File: src/design/bqeq_pkg.sv
`default_nettype none
package bqeq_pkg;

  localparam int NUM_SECTIONS_DEF = 3;
  localparam int SAMPLE_WIDTH_DEF = 24;
  localparam int COEF_WIDTH_DEF   = 24;

  // Coefficients per section: b0, b1, b2, a1, a2.
  localparam int TAPS = 5;

  // Tap codes, in the order the coefficients sit in the table.
  localparam logic [2:0] TAP_B0 = 3'd0;
  localparam logic [2:0] TAP_B1 = 3'd1;
  localparam logic [2:0] TAP_B2 = 3'd2;
  localparam logic [2:0] TAP_A1 = 3'd3;
  localparam logic [2:0] TAP_A2 = 3'd4;

  // Step counter values inside one section: five issues, two to drain.
  localparam logic [2:0] STEP_ACC_FIRST = 3'd2;
  localparam logic [2:0] STEP_ACC_NEG   = 3'd5;
  localparam logic [2:0] STEP_LAST      = 3'd6;

  localparam logic OP_FILTER = 1'b0;
  localparam logic OP_COEF   = 1'b1;

  typedef enum logic [2:0] {
    ST_IDLE,
    ST_SEC,
    ST_MAC,
    ST_ROUND,
    ST_DONE
  } state_t;

  typedef struct packed {
    logic acc_clr;
    logic acc_en;
    logic acc_neg;
  } mac_ctl_t;

endpackage
`default_nettype wire

File: src/design/bqeq_ram.sv
`default_nettype none
module bqeq_ram #(
  parameter int WIDTH = 24,
  parameter int DEPTH = 15,
  localparam int AW = (DEPTH > 1) ? $clog2(DEPTH) : 1
) (
  input  wire logic             clk,
  input  wire logic             we,
  input  wire logic [AW-1:0]    waddr,
  input  wire logic [WIDTH-1:0] wdata,
  input  wire logic [AW-1:0]    raddr,
  output logic      [WIDTH-1:0] rdata
);

  logic [WIDTH-1:0] mem_r [DEPTH];
  logic [WIDTH-1:0] rdata_r;

  always_ff @(posedge clk) begin
    if (we) begin
      mem_r[waddr] <= wdata;
    end
    rdata_r <= mem_r[raddr];
  end

  assign rdata = rdata_r;

endmodule
`default_nettype wire

File: src/design/bqeq_mac.sv
`default_nettype none
module bqeq_mac #(
  parameter int SAMPLE_WIDTH = 24,
  parameter int COEF_WIDTH   = 24
) (
  input  wire logic                           clk,
  input  wire bqeq_pkg::mac_ctl_t             ctl,
  input  wire logic signed [COEF_WIDTH-1:0]   coef,
  input  wire logic signed [SAMPLE_WIDTH-1:0] operand,
  output logic             [SAMPLE_WIDTH-1:0] y
);
  import bqeq_pkg::*;

  localparam int PROD_W = SAMPLE_WIDTH + COEF_WIDTH;
  // Five products need two guard bits; at the widest settings the sum wraps at 64 bits.
  localparam int ACC_W  = (PROD_W + 2 > 64) ? 64 : PROD_W + 2;
  localparam int SH     = COEF_WIDTH - 4;
  localparam int RES_W  = ACC_W - SH;
  localparam logic signed [ACC_W-1:0] RND = ACC_W'(1) << (COEF_WIDTH - 5);

  logic signed [PROD_W-1:0] prod_r;
  logic signed [ACC_W-1:0]  acc_r;
  logic signed [ACC_W-1:0]  prod_ext;
  logic signed [ACC_W-1:0]  sum;
  logic        [RES_W-1:0]  res;
  logic                     in_range;

  assign prod_ext = ACC_W'(prod_r);

  always_ff @(posedge clk) begin
    prod_r <= PROD_W'(coef) * PROD_W'(operand);
    if (ctl.acc_clr) begin
      acc_r <= '0;
    end else if (ctl.acc_en) begin
      acc_r <= ctl.acc_neg ? acc_r - prod_ext : acc_r + prod_ext;
    end
  end

  // Round half up, drop the fraction, then clip to the sample range.
  assign sum      = acc_r + RND;
  assign res      = sum[ACC_W-1:SH];
  assign in_range = (res[RES_W-1:SAMPLE_WIDTH-1] == '0) ||
                    (res[RES_W-1:SAMPLE_WIDTH-1] == '1);

  always_comb begin
    if (in_range) begin
      y = res[SAMPLE_WIDTH-1:0];
    end else if (res[RES_W-1]) begin
      y = {1'b1, {(SAMPLE_WIDTH-1){1'b0}}};
    end else begin
      y = {1'b0, {(SAMPLE_WIDTH-1){1'b1}}};
    end
  end

endmodule
`default_nettype wire

File: src/design/biquad_cascade_equalizer_unit.sv
`default_nettype none
// Channel   Dir  Signals                          Carries
// in        in   in_tvalid/in_tready/in_tdata     filter or coefficient request
//                in_tuser                         op
// out       out  out_tvalid/out_tready/out_tdata  filtered sample
// cfg       in   cfg_we/cfg_wdata                 section_enable
//
// A coefficient request is taken and the block stays ready.
// A sample keeps the block busy until it has passed every enabled section, skipping
// bypassed ones, and its result is in the result register; the single multiplier,
// fed one tap a cycle by a two-stage read and multiply pipeline, sets the pace.
// The result register lets the next request in while the last sample waits.
// Synchronous reset clears the enables and histories; coefficients then read zero.
module biquad_cascade_equalizer_unit #(
  parameter int NUM_SECTIONS = bqeq_pkg::NUM_SECTIONS_DEF,
  parameter int SAMPLE_WIDTH = bqeq_pkg::SAMPLE_WIDTH_DEF,
  parameter int COEF_WIDTH   = bqeq_pkg::COEF_WIDTH_DEF,
  localparam int NCOEF       = NUM_SECTIONS * bqeq_pkg::TAPS,
  localparam int CAW         = $clog2(NCOEF),
  localparam int IN_TDATA_W  = ((SAMPLE_WIDTH + CAW + COEF_WIDTH + 7) / 8) * 8,
  localparam int OUT_TDATA_W = ((SAMPLE_WIDTH + 7) / 8) * 8
) (
  input  wire logic                    clk,
  input  wire logic                    rst_n,
  input  wire logic                    in_tvalid,
  output logic                         in_tready,
  // sample_in, coef_index, coef_value, zero padding
  input  wire logic [IN_TDATA_W-1:0]   in_tdata,
  // op
  input  wire logic [0:0]              in_tuser,
  output logic                         out_tvalid,
  input  wire logic                    out_tready,
  // sample_out, zero padding
  output logic      [OUT_TDATA_W-1:0]  out_tdata,
  input  wire logic                    cfg_we,
  input  wire logic [NUM_SECTIONS-1:0] cfg_wdata
);
  import bqeq_pkg::*;

  localparam int SEC_W = (NUM_SECTIONS > 1) ? $clog2(NUM_SECTIONS) : 1;

  state_t state_r, state_nxt;

  logic [NUM_SECTIONS-1:0] en_r;
  logic [SEC_W-1:0]        sec_r;
  logic [2:0]              step_r;
  logic [SAMPLE_WIDTH-1:0] v_r;
  logic [SAMPLE_WIDTH-1:0] xh1_r [NUM_SECTIONS];
  logic [SAMPLE_WIDTH-1:0] xh2_r [NUM_SECTIONS];
  logic [SAMPLE_WIDTH-1:0] yh1_r [NUM_SECTIONS];
  logic [SAMPLE_WIDTH-1:0] yh2_r [NUM_SECTIONS];
  logic [NCOEF-1:0]        coef_vld_r;
  logic                    cvld_r;
  logic [SAMPLE_WIDTH-1:0] opnd_r;
  logic                    out_tvalid_r;
  logic [SAMPLE_WIDTH-1:0] out_data_r;

  logic [SAMPLE_WIDTH-1:0] in_sample;
  logic [CAW-1:0]          in_index;
  logic [COEF_WIDTH-1:0]   in_coef;
  logic                    in_acc;
  logic                    coef_we;
  logic                    last_sec;
  logic                    sec_on;
  logic                    out_free;
  logic [2:0]              tap;
  logic [CAW-1:0]          raddr;
  logic [COEF_WIDTH-1:0]   rdata;
  logic [COEF_WIDTH-1:0]   coef_op;
  logic [SAMPLE_WIDTH-1:0] opnd_sel;
  logic [SAMPLE_WIDTH-1:0] y_sec;
  mac_ctl_t                mac_ctl;

  assign in_sample = in_tdata[SAMPLE_WIDTH-1:0];
  assign in_index  = in_tdata[SAMPLE_WIDTH+CAW-1:SAMPLE_WIDTH];
  assign in_coef   = in_tdata[SAMPLE_WIDTH+CAW+COEF_WIDTH-1:SAMPLE_WIDTH+CAW];

  assign in_acc   = in_tvalid && in_tready;
  assign coef_we  = in_acc && (in_tuser[0] == OP_COEF) &&
                    ((CAW+1)'(in_index) < (CAW+1)'(NCOEF));
  assign last_sec = (sec_r == SEC_W'(NUM_SECTIONS - 1));
  assign sec_on   = en_r[sec_r];
  assign out_free = !out_tvalid_r || out_tready;

  // Next state.
  always_comb begin
    state_nxt = state_r;
    case (state_r)
      ST_IDLE: begin
        if (in_acc && (in_tuser[0] == OP_FILTER)) begin
          state_nxt = ST_SEC;
        end
      end
      ST_SEC: begin
        if (sec_on) begin
          state_nxt = ST_MAC;
        end else if (last_sec) begin
          state_nxt = ST_DONE;
        end
      end
      ST_MAC: begin
        if (step_r == STEP_LAST) begin
          state_nxt = ST_ROUND;
        end
      end
      ST_ROUND: begin
        state_nxt = last_sec ? ST_DONE : ST_SEC;
      end
      ST_DONE: begin
        if (out_free) begin
          state_nxt = ST_IDLE;
        end
      end
      default: begin
        state_nxt = ST_IDLE;
      end
    endcase
  end

  // Outputs of the sequencer.
  always_comb begin
    in_tready       = (state_r == ST_IDLE);
    mac_ctl.acc_clr = (state_r == ST_SEC);
    mac_ctl.acc_en  = (state_r == ST_MAC) && (step_r >= STEP_ACC_FIRST);
    mac_ctl.acc_neg = (step_r >= STEP_ACC_NEG);
  end

  // During the drain steps the read address stays inside the section.
  assign tap   = (step_r <= TAP_A2) ? step_r : TAP_B0;
  assign raddr = CAW'(sec_r) * CAW'(TAPS) + CAW'(tap);

  always_comb begin
    case (tap)
      TAP_B0:  opnd_sel = v_r;
      TAP_B1:  opnd_sel = xh1_r[sec_r];
      TAP_B2:  opnd_sel = xh2_r[sec_r];
      TAP_A1:  opnd_sel = yh1_r[sec_r];
      TAP_A2:  opnd_sel = yh2_r[sec_r];
      default: opnd_sel = '0;
    endcase
  end

  // A coefficient never written since reset reads as zero.
  assign coef_op = cvld_r ? rdata : '0;

  always_ff @(posedge clk) begin
    if (!rst_n) begin
      state_r      <= ST_IDLE;
      en_r         <= '0;
      coef_vld_r   <= '0;
      out_tvalid_r <= 1'b0;
      sec_r        <= '0;
      step_r       <= '0;
      for (int i = 0; i < NUM_SECTIONS; i++) begin
        xh1_r[i] <= '0;
        xh2_r[i] <= '0;
        yh1_r[i] <= '0;
        yh2_r[i] <= '0;
      end
    end else begin
      state_r <= state_nxt;
      if (cfg_we) begin
        en_r <= cfg_wdata;
      end
      if (coef_we) begin
        coef_vld_r[in_index] <= 1'b1;
      end
      if ((state_r == ST_DONE) && out_free) begin
        out_tvalid_r <= 1'b1;
      end else if (out_tvalid_r && out_tready) begin
        out_tvalid_r <= 1'b0;
      end
      case (state_r)
        ST_IDLE: begin
          sec_r <= '0;
        end
        ST_SEC: begin
          step_r <= '0;
          if (!sec_on && !last_sec) begin
            sec_r <= sec_r + SEC_W'(1);
          end
        end
        ST_MAC: begin
          step_r <= step_r + 3'd1;
        end
        ST_ROUND: begin
          xh2_r[sec_r] <= xh1_r[sec_r];
          xh1_r[sec_r] <= v_r;
          yh2_r[sec_r] <= yh1_r[sec_r];
          yh1_r[sec_r] <= y_sec;
          if (!last_sec) begin
            sec_r <= sec_r + SEC_W'(1);
          end
        end
        default: begin
          sec_r <= '0;
        end
      endcase
    end
  end

  always_ff @(posedge clk) begin
    cvld_r <= coef_vld_r[raddr];
    opnd_r <= opnd_sel;
    if (in_acc) begin
      v_r <= in_sample;
    end else if (state_r == ST_ROUND) begin
      v_r <= y_sec;
    end
    if ((state_r == ST_DONE) && out_free) begin
      out_data_r <= v_r;
    end
  end

  bqeq_ram #(
    .WIDTH (COEF_WIDTH),
    .DEPTH (NCOEF)
  ) u_coef_ram (
    .clk   (clk),
    .we    (coef_we),
    .waddr (in_index),
    .wdata (in_coef),
    .raddr (raddr),
    .rdata (rdata)
  );

  bqeq_mac #(
    .SAMPLE_WIDTH (SAMPLE_WIDTH),
    .COEF_WIDTH   (COEF_WIDTH)
  ) u_mac (
    .clk     (clk),
    .ctl     (mac_ctl),
    .coef    (coef_op),
    .operand (opnd_r),
    .y       (y_sec)
  );

  assign out_tvalid = out_tvalid_r;
  assign out_tdata  = OUT_TDATA_W'(out_data_r);

endmodule
`default_nettype wire

File: config.mk
export PLATFORM = sky130hd
export DESIGN_NAME = biquad_cascade_equalizer_unit
export DESIGN_NICKNAME = d
export VERILOG_FILES = /design/src/design/bqeq_pkg.sv /design/src/design/bqeq_ram.sv /design/src/design/bqeq_mac.sv /design/src/design/biquad_cascade_equalizer_unit.sv
export SDC_FILE = /design/constraint.sdc
export NUM_CORES = 2
export LEC_CHECK = 0
export CAP_MARGIN = 10
export CORE_ASPECT_RATIO = 1.2
export CORE_MARGIN = 4
export CORE_UTILIZATION = 55
export CTS_CLUSTER_DIAMETER = 30
export DETAILED_ROUTE_END_ITERATION = 12
export DONT_BUFFER_PORTS = 1
export MAX_ROUTING_LAYER = met4
export PLACE_DENSITY = 0.69
export SETUP_SLACK_MARGIN = 0.4
export SYNTH_ARGS = -nofsm -noshare
export SYNTH_HDL_FRONTEND = slang
export SYNTH_SLANG_ARGS = --single-unit
File: constraint.sdc
create_clock -name clk -period 11.4 [get_ports clk]
set_clock_uncertainty 0.05 [all_clocks]
set_input_delay 0.57 -clock clk [delete_from_list [all_inputs] [get_ports clk]]
set_output_delay 0.57 -clock clk [all_outputs]
set_load 0.005 [all_outputs]
==> summary.md <==
| Metric | Value |
|---|---|
| Row cnt | 136 |
| Status | completed |
| Die height | 379 um |
| Hold violation count in the final report | 0 |
| Clock transition at path regs | 0.05 ns |
| Post-CTS Setup Bufs | 0 |
| DRC errors left | 0 |
| Initial core utilization | 55.3% |
| Sequential share of the synthesized area | 43.2% |
| I/O pin cnt | 91 |
| Initial antenna violation count | 11 |
| Width of the die | 318 um |
| First DRT Iteration DRCs | 3574 |
| Min Tclk post-route | 9.33 ns |
| Max FO, Critical Path | 113 |
| Most common cell after layout, fill and taps aside | edfxtp_1 |
| RSZ-0062 raised after global routing | no |
| Yosys cell types | 71 |
| H-tree depth | 4 |
| Peak supply drop | 0.000199 V |
| Worst EP required | 12.03 ns |
| Synth Warn # | 0 |
| Die outline area | 120000 um^2 |
| Fin nets | 6236 |
| Number of global-route vias before repair | 43.5k |
| Layout cells sized above 1 | 11.0% |
| Cells after Synth | 5391 |
| Clk sink count | 968 |
| Most frequent cells in the layout | 792 x edfxtp_1, 717 x inv_1, 608 x fa_1 |
| Setup CP Type | reg -> reg |
| EDFF count, synth | 792 |
| Port buffer count | 0 |
| Slew @ Worst Pin | 1.30 ns |
| Fin crit share | 81.9% |
| Synthesized area per cell | 11.7 um^2 |
| Async S/R FF share, synth | 0% |
| Main synth FF type | edfxtp_1 |
| Worst hold margin | 0.0358 ns |
| CP arrival | 9.96 ns |
| Detail Route Antenna Nets | 0 |
| Final HPWL DP | 107000 um |
| Rel. slew slack | 13.1% |
| Clk_lat worst skew | 0.79 ns |
| FF+latch count, synth | 968 |
| Dpl ws | 2.23 ns |
| Max Freq | 0.107 GHz |
| P&R area growth vs syn | 12.7% |
| PD cells | 149 nW/um^2 |
| GRT Total Usage | 28.3% |
| CTS Buffer Depth | 3 |
| Post-Syn Nets | 6261 |
| Critical Path Start Type | register |
| Min-Delay Path Class | in -> reg |
| DR vias | 41.9k |
| Max-cap violations | 0 |
| # fillers | 8845 |
| Critical Path End Type | register |
| Largest net degree at the start of global routing | 114 |
| TritonCTS clock tree | done |
| Setup TNS | 0 ns |
| Global-route wire length before repair | 254000 um |
| Routed wire per std cell | 23.3 um |
| Final setup margin | 2.07 ns |
| Via density | 5.96 |
| Static Leak | 30.1 nW |
| Drt first pass iters | 7 |
| Placer Congestion | 0.918 |
| DRT Wirelength | 164000 um |
| GRT Residual Overflow | 0 |
| Core area | 114000 um^2 |
| Setup Viol. Count Final | 0 |
| Max-slew violations | 0 |
| Synthesized cell area | 63200 um^2 |
| CTS Root Cell | clkbuf_16 |
| TritonCTS buffer count | 166 |
[path summary, 6_finish.rpt]
kind / slack, ns / end / start / cells after the start
setup / recovery: 2.07 / u_mac.prod_r[46]$_DFF_P_ / cvld_r$_DFF_P_ / 24
setup reg to reg: 2.07 / u_mac.prod_r[46]$_DFF_P_ / cvld_r$_DFF_P_ / 24
hold reg to reg: 0.40 / u_mac.acc_r[10]$_SDFFE_PP0P_ / u_mac.acc_r[10]$_SDFFE_PP0P_ / 2
hold / removal: 0.04 / v_r[0]$_DFFE_PP_ / in_tdata[0] / 2
[logic make-up after synthesis]
group | Yosys count | share of synthesized area, %
and+or+nand+nor | 1539 | 11.7
buffers and inverters | 1023 | 6.08
adders and majority gates | 805 | 23.2
xor gates and xnor gates | 166 | 2.30
AOI/OAI and AO/OA | 604 | 5.89
muxes | 286 | 7.72
DFF | 968 | 43.2
[final cells by class]
| cell class | instances | area (um^2) | area share [%] |
|---|---|---|---|
| repair buffers | 112 | 961 | 1.35 |
| inverters | 718 | 2700 | 3.78 |
| flip-flops and latches | 968 | 27300 | 38.4 |
| diodes | 7 | 17.5 | 0.0246 |
| clock buffers | 185 | 4290 | 6.02 |
| well taps | 1518 | 1900 | 2.67 |
| clock inverters | 126 | 1760 | 2.47 |
| multi-input cells | 3400 | 32300 | 45.3 |
[critical path, cell delays in order (launching register included)]
cell,delay [ns]
dfxtp_4,0.90
buf_4,0.82
and2_1,0.72
nand2_1,0.16
fa_1,0.54
inv_1,0.06
fa_1,0.48
fa_1,0.60
fa_1,0.46
fa_1,0.48
fa_1,0.50
inv_1,0.05
fa_1,0.58
inv_1,0.07
ha_1,0.36
a21oi_1,0.14
o21ai_0,0.14
a2111oi_0,0.56
nand2_1,0.11
o211ai_1,0.31
o21ai_0,0.21
a211oi_1,0.45
o31ai_1,0.11
a21oi_1,0.18
xnor2_1,0.14
[routing by layer]
metal  GRT usage [%]  part of all wire [%]  vias to the layer above
li1                -                     -                    18300
met1            34.9                    39                    21400
met2            45.7                    49                     1674
met3            5.10                   7.5                      466
met4            13.6                   5.2                        0
met5               -                     0                        -
[metrics by stage]
stage | area [um^2] | util, % | std cells | power, W
finish | 71200 | 62.3 | 7034 | 0.0106
global route | 71200 | 62.3 | 7031 | 0.0110
CTS | 71200 | 62.2 | 7026 | 0.0106
detailed placement | 64700 | 56.6 | 6675 | 0.00532
global placement | 64700 | 56.6 | 6675 | 0.00531
floorplan | 63200 | - | 5391 | 0.00492
[registers in the layout (all words and copies together), names as in the netlist, named ones only]
name / cells
xh2_r: 96
u_mac.acc_r: 50
u_mac.prod_r: 48
sec_r: 2
cvld_r: 1
out_tdata: 24
u_coef_ram.mem_r: 360
coef_vld_r: 15
yh1_r: 96
out_tvalid: 1
opnd_r: 24
state_r: 3
en_r: 3
v_r: 24
step_r: 3
yh2_r: 96
u_coef_ram.rdata: 24
xh1_r: 96
[Yosys cell counts (all sizes together), types with 5 or more instances]
| cell type | instances | area share, % |
|---|---|---|
| edfxtp | 792 | 38 |
| inv | 717 | 4.3 |
| fa | 609 | 19 |
| nand2 | 569 | 3.4 |
| and3 | 393 | 3.9 |
| nor2 | 345 | 2.0 |
| clkbuf | 280 | 1.7 |
| a21oi | 209 | 1.7 |
| ha | 196 | 3.9 |
| dfxtp | 176 | 5.6 |
| mux4 | 157 | 5.6 |
| o21ai | 134 | 1.1 |
| mux2i | 97 | 1.6 |
| xnor2 | 94 | 1.3 |
| xor2 | 72 | 1.0 |
| a21o | 57 | 0.68 |
| and2 | 42 | 0.42 |
| a211oi | 39 | 0.46 |
| nand3 | 34 | 0.27 |
| nor2b | 34 | 0.34 |
| mux2 | 32 | 0.57 |
| a31oi | 30 | 0.30 |
| o21a | 26 | 0.31 |
| buf | 25 | 0.16 |
| nand4 | 24 | 0.24 |
| nand2b | 23 | 0.23 |
| nor3 | 23 | 0.18 |
| o31ai | 23 | 0.29 |
| or3 | 19 | 0.20 |
| o21bai | 16 | 0.19 |
| o211ai | 12 | 0.14 |
| a32oi | 9 | 0.12 |
| or4 | 8 | 0.11 |
| a211o | 6 | 0.083 |
| o22ai | 6 | 0.059 |
| o41ai | 6 | 0.083 |
| nor4 | 5 | 0.097 |
[repair_timing]
item	4_1_cts	5_1_grt
endpoints found under the hold margin	397	0
hold buffers	40	0
resized for setup	0	0
[report_power, final]
group | total [W] | internal (W) | switching, W
combinational | 0.00124 | 0.000458 | 0.000782
sequential | 0.00406 | 0.00393 | 0.000128
clock | 0.00530 | 0.00344 | 0.00185
total | 0.0106 | 0.00783 | 0.00276
Power figures use the tool's default switching activity.
